File: src/arnp_pkg.sv
// arnp_pkg: shared types and constants for the receive notice parser
// holds the marker text, the parse phase encoding and the result record
// no dependencies
package arnp_pkg;

   localparam int MARK_LEN = 8;
   localparam int MARK_IDX_WIDTH = 3;
   localparam int OUT_WIDTH = 16;

   localparam logic [7:0] CHAR_PLUS  = 8'h2B;
   localparam logic [7:0] CHAR_COMMA = 8'h2C;
   localparam logic [7:0] CHAR_ZERO  = 8'h30;
   localparam logic [7:0] CHAR_NINE  = 8'h39;
   localparam logic [7:0] CHAR_O     = 8'h4F;
   localparam logic [7:0] CHAR_K     = 8'h4B;

   typedef enum logic [2:0] {
      PH_SEARCH = 3'b001,
      PH_SOCKET = 3'b010,
      PH_LENGTH = 3'b100
   } phase_type;

   typedef struct packed {
      logic                 notice_found;
      logic [OUT_WIDTH-1:0] socket_number;
      logic [OUT_WIDTH-1:0] message_length;
      logic                 ok_seen;
   } result_type;

   // "+NSONMI:" one character per index
   function automatic logic [7:0] mark_char(input logic [MARK_IDX_WIDTH-1:0] idx);
      logic [7:0] c;
      case (idx)
         3'd0: c = CHAR_PLUS;
         3'd1: c = 8'h4E;
         3'd2: c = 8'h53;
         3'd3: c = 8'h4F;
         3'd4: c = 8'h4E;
         3'd5: c = 8'h4D;
         3'd6: c = 8'h49;
         3'd7: c = 8'h3A;
         default: c = CHAR_PLUS;
      endcase
      return c;
   endfunction

endpackage

File: src/at_receive_notice_parser.sv
// at_receive_notice_parser: top level of the receive notice parser
// input register, arnp_parse next-state logic and the result register
// depends on arnp_pkg and arnp_parse
//
// Usage:
//   The request channel carries one response byte per request with a
//   flag marking the final byte of a response. Only a final byte gives a
//   result on the rsp_ channel: marker found, socket number, message
//   length and the ok flag. Other bytes give no result.
//   A final byte's result passes through the input register, then the
//   result register.
//   Throughput: one byte per cycle. Non-final bytes keep flowing while a
//   result waits on a stalled receiver; only a final byte waits in the
//   input register until the result register is free.
//   Reset (synchronous, active high) empties both registers and returns
//   the parser to searching for the marker with all counts cleared.
//   A stalled result holds its payload until taken.
module at_receive_notice_parser
   import arnp_pkg::*;
#(
   parameter int COUNT_WIDTH = 16
) (
   input  logic        clock,
   input  logic        reset,
   input  logic        req_valid,
   output logic        req_stall,
   input  logic [7:0]  req_rx_byte,
   input  logic        req_last_byte,
   output logic        rsp_valid,
   input  logic        rsp_stall,
   output logic        rsp_notice_found,
   output logic [15:0] rsp_socket_number,
   output logic [15:0] rsp_message_length,
   output logic        rsp_ok_seen
);

   logic       s1_valid_ff, s1_valid_in;
   logic [7:0] s1_byte_ff, s1_byte_in;
   logic       s1_last_ff, s1_last_in;
   logic       rsp_valid_ff, rsp_valid_in;
   result_type rsp_data_ff, rsp_data_in;
   result_type parse_result;
   logic       req_accept, rsp_taken, s1_blocked, s1_advance, rsp_load;

   always_comb begin
      rsp_taken   = rsp_valid_ff && !rsp_stall;
      s1_blocked  = s1_valid_ff && s1_last_ff && rsp_valid_ff && rsp_stall;
      s1_advance  = s1_valid_ff && !s1_blocked;
      rsp_load    = s1_advance && s1_last_ff;
      req_stall   = s1_blocked;
      req_accept  = req_valid && !s1_blocked;

      s1_valid_in = req_accept ? 1'b1 : (s1_advance ? 1'b0 : s1_valid_ff);
      s1_byte_in  = req_accept ? req_rx_byte : s1_byte_ff;
      s1_last_in  = req_accept ? req_last_byte : s1_last_ff;

      rsp_valid_in = rsp_load ? 1'b1 : (rsp_taken ? 1'b0 : rsp_valid_ff);
      rsp_data_in  = rsp_load ? parse_result : rsp_data_ff;
   end

   arnp_parse #(
      .COUNT_WIDTH(COUNT_WIDTH)
   ) u_parse (
      .clock     (clock),
      .reset     (reset),
      .advance   (s1_advance),
      .rx_byte   (s1_byte_ff),
      .last_byte (s1_last_ff),
      .result    (parse_result)
   );

   always_ff @(posedge clock) begin
      if (reset) begin
         s1_valid_ff  <= 1'b0;
         rsp_valid_ff <= 1'b0;
      end else begin
         s1_valid_ff  <= s1_valid_in;
         rsp_valid_ff <= rsp_valid_in;
      end
   end

   always_ff @(posedge clock) begin
      s1_byte_ff  <= s1_byte_in;
      s1_last_ff  <= s1_last_in;
      rsp_data_ff <= rsp_data_in;
   end

   assign rsp_valid          = rsp_valid_ff;
   assign rsp_notice_found   = rsp_data_ff.notice_found;
   assign rsp_socket_number  = rsp_data_ff.socket_number;
   assign rsp_message_length = rsp_data_ff.message_length;
   assign rsp_ok_seen        = rsp_data_ff.ok_seen;

   a_rsp_from_last_byte: assert property (@(posedge clock) disable iff (reset)
      $rose(rsp_valid_ff) |-> $past(s1_valid_ff && s1_last_ff))
      else $error("result appeared without a final byte");

   a_stall_only_on_last: assert property (@(posedge clock) disable iff (reset)
      req_stall |-> (s1_valid_ff && s1_last_ff && rsp_valid_ff))
      else $error("request stalled without a waiting final byte");

   a_no_marker_zero_counts: assert property (@(posedge clock) disable iff (reset)
      (rsp_valid_ff && !rsp_data_ff.notice_found) |->
         (rsp_data_ff.socket_number == '0 && rsp_data_ff.message_length == '0))
      else $error("counts nonzero without marker");

endmodule

File: src/arnp_parse.sv
// arnp_parse: per-byte parser state and its next-state logic
// tracks marker match, socket and length accumulators and the ok flag
// depends on arnp_pkg
module arnp_parse
   import arnp_pkg::*;
#(
   parameter int COUNT_WIDTH = 16
) (
   input  logic       clock,
   input  logic       reset,
   input  logic       advance,
   input  logic [7:0] rx_byte,
   input  logic       last_byte,
   output result_type result
);

   localparam int SUM_WIDTH = COUNT_WIDTH + 4;
   localparam int WIDE_WIDTH = COUNT_WIDTH + OUT_WIDTH;

   logic [MARK_IDX_WIDTH-1:0] match_pos_ff, match_pos_in;
   phase_type                 phase_ff, phase_in, phase_nxt;
   logic [COUNT_WIDTH-1:0]    socket_acc_ff, socket_acc_in, socket_nxt;
   logic [COUNT_WIDTH-1:0]    length_acc_ff, length_acc_in, length_nxt;
   logic                      prev_was_o_ff, prev_was_o_in;
   logic                      ok_flag_ff, ok_flag_in, ok_nxt;
   logic [MARK_IDX_WIDTH-1:0] match_nxt;
   logic                      is_digit;
   logic                      found;
   logic [COUNT_WIDTH-1:0]    sock_val, len_val;

   function automatic logic [COUNT_WIDTH-1:0] add_digit(
      input logic [COUNT_WIDTH-1:0] acc,
      input logic [3:0]             d
   );
      logic [SUM_WIDTH-1:0] v;
      v = SUM_WIDTH'({acc, 3'b000}) + SUM_WIDTH'({acc, 1'b0}) + SUM_WIDTH'(d);
      if (v > SUM_WIDTH'({COUNT_WIDTH{1'b1}}))
         return {COUNT_WIDTH{1'b1}};
      return v[COUNT_WIDTH-1:0];
   endfunction

   function automatic logic [OUT_WIDTH-1:0] clamp_out(input logic [COUNT_WIDTH-1:0] v);
      logic [WIDE_WIDTH-1:0] w;
      w = WIDE_WIDTH'(v);
      if (w > WIDE_WIDTH'({OUT_WIDTH{1'b1}}))
         return {OUT_WIDTH{1'b1}};
      return w[OUT_WIDTH-1:0];
   endfunction

   always_comb begin
      is_digit   = rx_byte inside {[CHAR_ZERO:CHAR_NINE]};
      ok_nxt     = ok_flag_ff | (prev_was_o_ff && (rx_byte == CHAR_K));
      match_nxt  = match_pos_ff;
      phase_nxt  = phase_ff;
      socket_nxt = socket_acc_ff;
      length_nxt = length_acc_ff;
      case (phase_ff)
         PH_SEARCH: begin
            if (rx_byte == mark_char(match_pos_ff)) begin
               if (match_pos_ff == MARK_IDX_WIDTH'(MARK_LEN - 1)) begin
                  match_nxt = '0;
                  phase_nxt = PH_SOCKET;
               end else begin
                  match_nxt = match_pos_ff + 1'b1;
               end
            end else begin
               match_nxt = (rx_byte == CHAR_PLUS) ? MARK_IDX_WIDTH'(1) : '0;
            end
         end
         PH_SOCKET: begin
            if (is_digit)
               socket_nxt = add_digit(socket_acc_ff, rx_byte[3:0]);
            else if (rx_byte == CHAR_COMMA)
               phase_nxt = PH_LENGTH;
         end
         PH_LENGTH: begin
            if (is_digit)
               length_nxt = add_digit(length_acc_ff, rx_byte[3:0]);
         end
         default: begin
            phase_nxt = PH_SEARCH;
         end
      endcase

      found    = (phase_nxt != PH_SEARCH);
      sock_val = found ? socket_nxt : '0;
      case (phase_nxt)
         PH_SOCKET: len_val = socket_nxt;
         PH_LENGTH: len_val = length_nxt;
         default:   len_val = '0;
      endcase
      result.notice_found   = found;
      result.socket_number  = clamp_out(sock_val);
      result.message_length = clamp_out(len_val);
      result.ok_seen        = ok_nxt;
   end

   always_comb begin
      match_pos_in  = match_pos_ff;
      phase_in      = phase_ff;
      socket_acc_in = socket_acc_ff;
      length_acc_in = length_acc_ff;
      prev_was_o_in = prev_was_o_ff;
      ok_flag_in    = ok_flag_ff;
      if (advance) begin
         if (last_byte) begin
            match_pos_in  = '0;
            phase_in      = PH_SEARCH;
            socket_acc_in = '0;
            length_acc_in = '0;
            prev_was_o_in = 1'b0;
            ok_flag_in    = 1'b0;
         end else begin
            match_pos_in  = match_nxt;
            phase_in      = phase_nxt;
            socket_acc_in = socket_nxt;
            length_acc_in = length_nxt;
            prev_was_o_in = (rx_byte == CHAR_O);
            ok_flag_in    = ok_nxt;
         end
      end
   end

   always_ff @(posedge clock) begin
      if (reset) begin
         match_pos_ff  <= '0;
         phase_ff      <= PH_SEARCH;
         socket_acc_ff <= '0;
         length_acc_ff <= '0;
         prev_was_o_ff <= 1'b0;
         ok_flag_ff    <= 1'b0;
      end else begin
         match_pos_ff  <= match_pos_in;
         phase_ff      <= phase_in;
         socket_acc_ff <= socket_acc_in;
         length_acc_ff <= length_acc_in;
         prev_was_o_ff <= prev_was_o_in;
         ok_flag_ff    <= ok_flag_in;
      end
   end

   a_match_idle_after_marker: assert property (@(posedge clock) disable iff (reset)
      (phase_ff != PH_SEARCH) |-> (match_pos_ff == '0))
      else $error("marker match position not cleared after marker");

   a_acc_clear_while_search: assert property (@(posedge clock) disable iff (reset)
      (phase_ff == PH_SEARCH) |-> (socket_acc_ff == '0 && length_acc_ff == '0))
      else $error("accumulators nonzero before marker");

   a_length_clear_in_socket: assert property (@(posedge clock) disable iff (reset)
      (phase_ff == PH_SOCKET) |-> (length_acc_ff == '0))
      else $error("length accumulator nonzero before comma");

endmodule

File: config.mk
export PLATFORM = sky130hd
export DESIGN_NAME = at_receive_notice_parser
export DESIGN_NICKNAME = d
export VERILOG_FILES = /design/src/arnp_pkg.sv /design/src/at_receive_notice_parser.sv /design/src/arnp_parse.sv
export SDC_FILE = /design/constraint.sdc
export NUM_CORES = 1
export LEC_CHECK = 0
export BUFFER_PORTS_ARGS = -buffer_cell sky130_fd_sc_hd__buf_2
export CAP_MARGIN = 20
export CELL_PAD_IN_SITES_DETAIL_PLACEMENT = 0
export CELL_PAD_IN_SITES_GLOBAL_PLACEMENT = 1
export CORE_MARGIN = 4
export CORE_UTILIZATION = 25
export DETAILED_ROUTE_END_ITERATION = 10
export PLACE_DENSITY = 0.6
export SYNTH_ARGS = -nofsm -noshare
export SYNTH_HDL_FRONTEND = slang
export SYNTH_SLANG_ARGS = --single-unit
export TNS_END_PERCENT = 10
File: constraint.sdc
create_clock -name clock -period 3.7 [get_ports clock]
set_input_delay 0.185 -clock clock [delete_from_list [all_inputs] [get_ports clock]]
set_output_delay 0.185 -clock clock [all_outputs]
set_load 0.02 [all_outputs]
==> out/metrics.cfg, run 1 <==
[logic_synthesis]
synth_ff_type=dfxtp_1
yosysTopAreaCellShare_pct=19.0
async_flop_share_pct=0
synth_edf_count=43
syn_nets=807
synthTopCellsByArea=edfxtp_1, dfxtp_1, ha_1
seq_area_frac_synth_pct=33.4
yosys_warnings=0
synth_top_area_cell=edfxtp_1
syn_inst=720
avgSynthCellArea_um2=9.46
ys_types=81
synth_seq_cells=92
synthesis.area_um2=6810

[timing]
rsz0062_at_grt=yes
final.period_utilization_pct=96.9
post-route-min-period_ns=3.59
tightest_slew_ns=0.908
fin_skew_ns=0.00944
final_max_slew_viol_count=0
hold_viol=0
final-setup-viol-count=0
relSlewSlack_pct=39.4
holdWs_ns=0.0120
fmax_mhz=279

[pwr]
ir_drop_uv=275
power.density_nw_per_um2=253
finalPower_w=0.00213
leakage_nw=3.37

[detailed_routing]
wl_per_cell_um=17.8
drcViolationCount=0
wirelength_mm=20.6
drtIter0Drc=364
via_per_inst=5.24
firstDrtPassIters=5
ant_nets=0
via_count=6067

[worst_hold_path]
worstHoldPathCells=1
hp-class=in2reg

[finish]
seq_area_um2=2270
synthToLayoutAreaGrowth_pct=23.5
fin_util_pct=31.3
drive_gt1_share_pct=23.8
finish.instance_area_um2=8410
layout_commonest_cell=ha_1
final_cell_mix=ha_1, buf_4, nor2_1
fin_cells=1157
fillers=2811
multi_input_area_um2=4480
fin_nets=897

[clock_network]
clkTransAtPathRegs_ns=0.07
clk_latency_ns=0.35
cts_tree=done
root_buffer=clkbuf_16
cts_buffer_depth=2
clock_sinks=92
cts_buffers=9
htree_num_levels=3

[grt]
grt_pass1_wl_mm=32.9
grt_max_degree=38
gr-usage-all-layers_pct=13.3
antenna_found_initial=1
grt_pass1_vias=5937
grt-ovfl-total=0

[place]
place_congestion=0.834
port_buffers=48
dpl-instance-area_um2=7790
dp_cells=1125
dp_hpwl_mm=15.9

[critical_path]
required_ns=3.77
worstPathArrival_ns=3.66
crit_slowest_cell=or4_4
critPathCaptureType=flop
cp_max_fo=5
crit_top_cell=buf_4
critPathLaunchType=flop
reg2regPathDepth=13
slowest_delay_ns=0.60
worstPathCellList=inv_2, buf_4, fa_1, inv_1, ha_4, a211oi_1, o211ai_2, nand3_2, nor3b_1, or4_4, buf_4, nor4_4, o32ai_2
worst-setup-path-type=reg2reg

[die]
initial_core_util_pct=25.3
die_x_um=173
die_h_um=173
io_pins=49
rows=60
dieArea_um2=30000
core_um2=26900

[outcome]
status=completed

[run]
maxCapViolations=0

==> path summary, 6_finish.rpt <==
kind | startpoint | endpoint | slack [ns]
worst max-delay path | s1_byte_ff[3]$_DFFE_PP_ | rsp_message_length[0]$_DFFE_PP_ | 0.11
worst min-delay path | req_rx_byte[4] | s1_byte_ff[4]$_DFFE_PP_ | 0.01
worst max register to register | s1_byte_ff[3]$_DFFE_PP_ | rsp_message_length[0]$_DFFE_PP_ | 0.11
worst min register to register | u_parse.prev_was_o_ff$_SDFFE_PP0P_ | u_parse.prev_was_o_ff$_SDFFE_PP0P_ | 0.46
==> synth_stat cells (4+ instances only) <==
cell and number:
a211oi_1 4, nand2b_1 7, fa_1 4, xor2_1 19
buf_2 6, o32ai_2 7, edfxtp_1 43, nand2_1 44
nor3_2 4, nand4_1 20, and2_1 15, clkbuf_1 27
o311ai_0 8, nor2_1 55, a41oi_1 14, o32ai_1 10
inv_1 24, o21ai_0 39, nor4_1 17, ha_1 70
nor3_1 23, xnor2_1 12, dfxtp_1 49, nor2b_1 6
o211ai_1 8, o22ai_1 6, a221o_1 12, a21o_1 10
o21ai_1 10, a21oi_1 34, o221ai_1 4, nand3_1 8
and4_1 13, nor4_2 4, o21a_1 5
==> logic make-up (layout without fill, tap and decap cells) <==
kind of cell	count (synthesis)	after routing	share of synthesized area (%)
adders and majority gates	74	74	14.0
other	0	1	0
muxes	5	5	0.790
AOI/OAI and AO/OA	217	217	24.3
xor gates and xnor gates	31	31	3.99
buffers and inverters	64	159	4.10
and+or+nand+nor	237	237	19.4
DFF	92	92	33.4
==> layer usage <==
| layer | routed length [um] | vias up | GRT usage [%] | part of all wire [%] |
|---|---|---|---|---|
| met3 | 522 | 18 | 1.60 | 2.5 |
| met5 | 0 | - | 0 | 0 |
| met4 | 248 | 0 | 2.86 | 1.2 |
| met1 | 10100 | 2962 | 18.6 | 49 |
| met2 | 9750 | 86 | 22.2 | 47 |
| li1 | - | 3001 | - | - |
==> repair_timing <==
action | 4_1_cts | 5_1_grt
hold buffers | 5 | 1
resized for setup | 3 | 28
endpoints found under the hold margin | 5 | 1
buffers inserted | 0 | 9
endpoints found under the setup margin | 13 | 55
pin swaps | 0 | 12
==> per-stage QoR <==
stage	TNS (ns)	worst slack, ns
after global routing	-0.0596	-0.0283
final	0	0.114
after detailed placement	-0.500	-0.152
after floorplan	0	0.159
after CTS	-0.419	-0.124
after global placement	-0.548	-0.159
==> critical path, delay by kind of cell (launching register included) <==
family,cells,cell delay (ns)
and+or+nand+nor,4,1.24
AOI/OAI and AO/OA,3,0.44
buffers and inverters,4,0.47
adders and majority gates,2,0.80
DFF,1,0.37
==> where the power goes <==
group,switching [W],total [W],internal (W),leakage (nW)
clock network,0.000439,0.000944,0.000505,0.138
logic,0.0000666,0.0000997,0.0000330,2.42
registers,0.0000126,0.00109,0.00108,0.814
total,0.000518,0.00213,0.00161,3.37
==> state kept, by name (all words and copies together) (netlist names), named ones only <==
register	cells
u_parse.prev_was_o_ff	1
rsp_ok_seen	1
rsp_valid	1
u_parse.phase_ff	3
u_parse.ok_flag_ff	1
s1_byte_ff	8
s1_valid_ff	1
rsp_socket_number	16
rsp_message_length	16
u_parse.socket_acc_ff	16
u_parse.length_acc_ff	16
rsp_notice_found	1
u_parse.match_pos_ff	3
s1_last_ff	1
==> area by class of cell <==
class                           instances  share of cell area (%)
Sequential cell                        92                    27.0
Timing Repair Buffer                  119                    10.1
Inverter                               24                    1.07
Multi-Input combinational cell        564                    53.2
Clock inverter                          5                   0.491
Tap cell                              341                    5.07
Antenna cell                            1                  0.0297
Clock buffer                           11                    3.02
No activity file was read; power rests on OpenSTA's default activity.
==> run 2: changes to the inputs <==
--- a/config.mk
+++ b/config.mk
@@ -10,9 +10,10 @@
 export CELL_PAD_IN_SITES_DETAIL_PLACEMENT = 0
 export CELL_PAD_IN_SITES_GLOBAL_PLACEMENT = 1
 export CORE_MARGIN = 4
-export CORE_UTILIZATION = 25
+export CORE_UTILIZATION = 40
 export DETAILED_ROUTE_END_ITERATION = 10
-export PLACE_DENSITY = 0.6
+export PLACE_DENSITY = 0.83
+export RECOVER_POWER = 50
 export SYNTH_ARGS = -nofsm -noshare
 export SYNTH_HDL_FRONTEND = slang
 export SYNTH_SLANG_ARGS = --single-unit
==> out/metrics.cfg, run 2 (same netlist as run 1, synthesis figures left out) <==
[finish]
layout_commonest_cell=ha_1
fin_nets=899  ; +0.22%
n_antenna_cell=0  ; -1
seq_area_um2=2270  ; unchanged
fin_cells=1037  ; -10%
drive_gt1_share_pct=19.3  ; -4.5 points
final_cell_mix=ha_1, buf_4, nor2_1
synthToLayoutAreaGrowth_pct=19.9
fillers=1560  ; -45%
multi_input_area_um2=4440  ; -0.81%

[grt]
antenna_found_initial=0  ; -1
gr-usage-all-layers_pct=19.6  ; +6.3 points
grt_max_degree=38  ; unchanged
grt_pass1_wl_mm=31.3  ; -5.0%
grt_pass1_vias=5943  ; +0.10%
grt-ovfl-total=0  ; unchanged

[clock_network]
cts_tree=done
cts_buffer_depth=2  ; unchanged
htree_num_levels=3  ; unchanged
clk_latency_ns=0.35  ; about the same
cts_buffers=9  ; unchanged
clock_sinks=92  ; unchanged
root_buffer=clkbuf_16
clkTransAtPathRegs_ns=0.07  ; about the same

[timing]
final.period_utilization_pct=99.1  ; +2.2 points
rsz0062_at_grt=yes
fmax_mhz=273  ; -2.2%
tightest_slew_ns=1.57  ; +0.664 ns
post-route-min-period_ns=3.67  ; +0.0800 ns
fin_skew_ns=0.00990  ; +0.000460 ns
final-setup-viol-count=0  ; unchanged
hold_viol=0  ; unchanged
final_max_slew_viol_count=28  ; +28
relSlewSlack_pct=-4.74  ; -44 points

[critical_path]
r2r_start=s1_byte_ff[2]$_DFFE_PP_
r2r_setup_slack_ns=0.03  ; -0.08 ns
setup.worst_path.start=s1_byte_ff[2]$_DFFE_PP_
critPathLaunchType=flop
r2r-end=rsp_message_length[2]$_DFFE_PP_
reg2regPathDepth=12  ; -1
worst-setup-path-type=reg2reg
required_ns=3.84  ; +0.07 ns
critPathCaptureType=flop
cp_max_fo=10  ; +5
worstPathArrival_ns=3.81  ; +0.15 ns
endpoint=rsp_message_length[2]$_DFFE_PP_

[die]
initial_core_util_pct=40.9  ; +16 points
die_h_um=138  ; -20%
rows=47  ; -22%
core_um2=16600  ; -38%
io_pins=49  ; unchanged
die_x_um=138  ; -20%
dieArea_um2=19200  ; -36%

[pwr]
ir_drop_uv=223  ; -19%
finalPower_w=0.00207  ; -3.0%
leakage_nw=3.25  ; -3.8%
power.density_nw_per_um2=253  ; about the same

[place]
dp_hpwl_mm=14.4  ; -9.0%
port_buffers=48  ; unchanged
dp_cells=1007  ; -10%
place_congestion=0.888  ; +6.4%

[detailed_routing]
wirelength_mm=19.0  ; -7.7%
wl_per_cell_um=18.4  ; +3.0%
via_per_inst=5.90  ; +12%
drtIter0Drc=510  ; +40%
ant_nets=0  ; unchanged
drcViolationCount=0  ; unchanged
via_count=6114  ; +0.77%
firstDrtPassIters=5  ; unchanged

[run]
maxCapViolations=1  ; +1

[worst_hold_path]
hp-class=in2reg

[outcome]
status=finished, violations left
violations=max-capacitance violations, max-slew violations

[run 2: per-stage QoR]
stage | setup slack (ns) | hold WS (ns) | setup TNS, ns | utilization (%) | cell area [um^2]
after floorplan | 0.159 | 0.284 | 0 | - | 6810
after global placement | -0.109 | 0.361 | -0.374 | 46.0 | 7660
after detailed placement | -0.172 | 0.363 | -0.921 | 46.0 | 7660
after CTS | -0.0171 | 0.00542 | -0.0375 | 48.7 | 8110
after global routing | -0.118 | 0.00890 | -0.998 | 49.1 | 8170
final | 0.0343 | 0.0107 | 0 | 49.1 | 8170
[run 2: layer usage]
metal / GRT usage, % / routed length, um / up-vias
li1: - / - / 3001
met1: 27.4 / 9160 / 2946
met2: 32.0 / 8770 / 148
met3: 2.97 / 859 / 19
met4: 4.99 / 245 / 0
met5: 0 / 0 / -
[run 2: final cells by class]
class / instances / area share [%]
Inverter: 24 / 1.10
Sequential cell: 92 / 27.8
Clock buffer: 10 / 2.80
Timing Repair Buffer: 121 / 9.93
Tap cell: 220 / 3.37
Multi-Input combinational cell: 564 / 54.4
Clock inverter: 6 / 0.598
[run 2: worst min-delay path by stage]
stage	slack (ns)	to	cells after the start	startpoint
floorplan	0.28	s1_byte_ff[0]$_DFFE_PP_	0	req_rx_byte[0]
global route	0.009	s1_byte_ff[2]$_DFFE_PP_	1	req_rx_byte[2]
CTS	0.005	s1_byte_ff[2]$_DFFE_PP_	1	req_rx_byte[2]
finish	0.01	s1_byte_ff[2]$_DFFE_PP_	1	req_rx_byte[2]
global placement	0.36	s1_byte_ff[4]$_DFFE_PP_	1	req_rx_byte[4]
detailed placement	0.36	s1_byte_ff[1]$_DFFE_PP_	1	req_rx_byte[1]
[run 2: what timing repair did]
item / 4_1_cts / 5_1_grt
resized for setup: 11 / 16
setup endpoints to repair: 19 / 47
endpoints found under the hold margin: 7 / 0
pin swaps: 2 / 3
hold buffers: 7 / 0
setup buffers: 4 / 3
[run 2: where the power goes]
| part | switching (W) | leakage [nW] | internal, W |
|---|---|---|---|
| Clock | 0.000421 | 0.131 | 0.000463 |
| Combinational | 0.0000632 | 2.30 | 0.0000322 |
| Sequential | 0.0000129 | 0.814 | 0.00108 |
| Total | 0.000497 | 3.25 | 0.00157 |
[run 2: worst max-delay path: stages (launching register included)]
cell and delay, ns:
edfxtp_1 0.53, ha_1 0.35, ha_1 0.21, fa_2 0.24, a211oi_2 0.07, buf_4 0.14
o21a_1 0.20, or4_4 0.51, and4_4 0.21, o211ai_4 0.33, buf_4 0.25, nor4_2 0.07
o32ai_1 0.33
==> run 3: changes to the inputs <==
--- a/config.mk
+++ b/config.mk
@@ -11,8 +11,9 @@
 export CELL_PAD_IN_SITES_GLOBAL_PLACEMENT = 1
 export CORE_MARGIN = 4
 export CORE_UTILIZATION = 40
+export CTS_BUF_LIST = sky130_fd_sc_hd__clkbuf_8
 export DETAILED_ROUTE_END_ITERATION = 10
-export PLACE_DENSITY = 0.83
+export PLACE_DENSITY = 0.81
 export RECOVER_POWER = 50
 export SYNTH_ARGS = -nofsm -noshare
 export SYNTH_HDL_FRONTEND = slang
==> constraint.sdc (replaced) <==
create_clock -name clock -period 3.4 [get_ports clock]
set_input_delay 0.17 -clock clock [delete_from_list [all_inputs] [get_ports clock]]
set_output_delay 0.17 -clock clock [all_outputs]
set_load 0.02 [all_outputs]
==> out/metrics.cfg, run 3 (same netlist as run 1, synthesis figures left out) <==
[outcome]
status=finished, violations left
violations=max-capacitance violations, max-slew violations, negative setup slack

[clock_network]
root_buffer=clkbuf_8
cts_buffers=9  ; unchanged
clkTransAtPathRegs_ns=0.11  ; +0.04 ns
htree_num_levels=3  ; unchanged
cts_buffer_depth=2  ; unchanged
clock_sinks=92  ; unchanged
clk_latency_ns=0.40  ; +0.05 ns
cts_tree=done

[pwr]
clkPwrFrac_pct=38.6  ; -4.1 points
seqPwrFrac_pct=56.0  ; +3.4 points
switching_share_pct=25.7  ; +1.7 points
power.density_nw_per_um2=246  ; -3.0%
switchingPower_w=0.000543  ; +9.3%
leakage_nw=3.39  ; +4.3%
p_int_w=0.00157  ; -0.12%
pwr-share-comb_pct=5.3  ; +0.7 points
ir_drop_uv=152  ; -32%

[timing]
fmax_mhz=289  ; +5.9%
final_max_slew_viol_count=27  ; -3.6%
holdWs_ns=0.0598  ; +0.0491 ns
hold_viol=0  ; unchanged
relSlewSlack_pct=-4.58  ; +0.16 points
post-route-min-period_ns=3.46  ; -0.203 ns
tightest_slew_ns=1.57  ; -0.00241 ns
worst_slack_ns=-0.0625  ; -0.0968 ns
fin_skew_ns=0.0163  ; +0.00636 ns
final.period_utilization_pct=102  ; +2.8 points
final-setup-viol-count=6  ; +6
rsz0062_at_grt=yes

[grt]
grt-ovfl-total=0  ; unchanged
grt_pass1_wl_mm=33.1  ; +5.9%
antenna_found_initial=0  ; unchanged
met2_usage_pct=35.6  ; +3.6 points
grt_pass1_vias=6413  ; +7.9%
top_usage_layer=met2
grt_use_met1_pct=27.4  ; about the same
use_met3_pct=3.07  ; +0.10 points
gr-usage-all-layers_pct=20.9  ; +1.3 points
grt_max_degree=38  ; unchanged

[die]
die_x_um=138  ; unchanged
die_h_um=138  ; unchanged
io_pins=49  ; unchanged
core_um2=16600  ; unchanged
rows=47  ; unchanged
dieArea_um2=19200  ; unchanged
initial_core_util_pct=40.9  ; unchanged

[critical_path]
critPathCaptureType=flop
worstPathCellList=inv_2, buf_6, fa_1, inv_2, fa_2, a211oi_2, o21ai_2, nor3_2, nor4_2, or4_4, buf_12, nor4_4, o32ai_2
worst-setup-path-type=reg2reg
required_ns=3.52  ; -0.32 ns
critPathLaunchType=flop
critPathBufInv=4  ; +2
r2r_start=s1_byte_ff[3]$_DFFE_PP_
setup.worst_path.start=s1_byte_ff[3]$_DFFE_PP_
cp_top_family=simple AND/OR/NAND/NOR gates
crit_top_cell=inv_2
slowest_delay_ns=0.51  ; -0.02 ns
reg2regPathDepth=13  ; +1
cp_max_fo=8  ; -2
r2r-end=rsp_message_length[15]$_DFFE_PP_
worstPathArrival_ns=3.58  ; -0.23 ns
crit_slowest_cell=fa_1
r2r_setup_slack_ns=-0.06  ; -0.10 ns

[worst_hold_path]
hp-class=in2reg
min_to=rsp_valid$_SDFFE_PP0P_
worstHoldPathCells=3  ; +2
min-delay-start=rsp_stall

[place]
place_congestion=0.900  ; +1.4%
dpl-instance-area_um2=7790  ; +1.8%
dp_hpwl_mm=15.6  ; +7.8%
post-place-ws_ns=-0.460  ; -0.288 ns
port_buffers=48  ; unchanged

[finish]
final_cell_mix=ha_1, buf_4, nor2_1
multi_input_area_um2=4690  ; +5.7%
finish.instance_area_um2=8600  ; +5.3%
fin_nets=916  ; +1.9%
synthToLayoutAreaGrowth_pct=26.3
fillers=1499  ; -3.9%
drive_gt1_share_pct=23.4  ; +4.0 points
layout_commonest_cell=ha_1
n_antenna_cell=0  ; unchanged
seq_area_um2=2270  ; about the same

[detailed_routing]
drcViolationCount=0  ; unchanged
drtIter0Drc=399  ; -22%
via_count=6399  ; +4.7%
via_per_inst=6.07  ; +3.0%
wirelength_mm=20.8  ; +9.1%
ant_nets=0  ; unchanged
firstDrtPassIters=7  ; +2
wl_per_cell_um=19.7  ; +7.3%

[run]
maxCapViolations=1  ; unchanged

[run 3: changes by cell type in the layout (fill, tap and decap cells not counted), moves of 4 or more]
cell	delta
clkbuf_16	-9
clkbuf_8	+9
nor3_2	-4
buf_6	+5
nor4_2	-5
o311ai_1	+4
buf_12	+4
o311ai_0	-5
nor4_4	+8
[run 3: worst max path at each step]
| stage | to | cells after the start |
|---|---|---|
| CTS | rsp_message_length[15]$_DFFE_PP_ | 14 |
| finish | rsp_message_length[15]$_DFFE_PP_ | 13 |
| global placement | rsp_message_length[15]$_DFFE_PP_ | 13 |
| floorplan | rsp_message_length[2]$_DFFE_PP_ | 12 |
| global route | u_parse.length_acc_ff[11]$_SDFFE_PP0P_ | 15 |
| detailed placement | rsp_message_length[15]$_DFFE_PP_ | 13 |
[run 3: stage by stage]
step	std cells	util [%]	setup TNS, ns	power, W
after global routing	1054	51.7	-4.54	0.00218
after global placement	1016	46.8	-2.52	0.00130
final	1054	51.7	-0.199	0.00211
after CTS	1046	50.3	-0.0474	0.00213
after floorplan	720	-	-0.460	0.00126
after detailed placement	1016	46.8	-4.08	0.00131
[run 3: per-layer routing]
layer  vias to the layer above  wire length (um)
met5                         -                 0
li1                       3036                 -
met4                         0               420
met2                       183             10100
met3                        32               925
met1                      3148              9320
[run 3: power groups by stage]
stage	registers [W]	logic [W]	clock network [W]
after floorplan	0.00122	0.0000439	0
after global routing	0.00119	0.000121	0.000871
after global placement	0.00121	0.0000970	0
after detailed placement	0.00121	0.0000997	0
after CTS	0.00118	0.000111	0.000831
final	0.00118	0.000112	0.000816
[run 3: layout make-up]
| type | count | share of cell area [%] |
|---|---|---|
| Inverter | 24 | 1.05 |
| Clock inverter | 7 | 1.05 |
| Timing Repair Buffer | 138 | 12.3 |
| Multi-Input combinational cell | 564 | 54.6 |
| Tap cell | 220 | 3.20 |
| Clock buffer | 9 | 1.44 |
| Sequential cell | 92 | 26.4 |
[run 3: timing repair]
item	4_1_cts	5_1_grt
hold buffers	10	0
pin swaps	10	38
gates resized for setup	28	48
endpoints found under the hold margin	10	0
endpoints found under the setup margin	51	60
gates cloned	2	0
buffers inserted	2	7
[run 3: tightest hold or removal path, cell delays in order]
cell and delay [ns]:
buf_2 0.11, nand2_1 0.08, a21oi_1 0.06
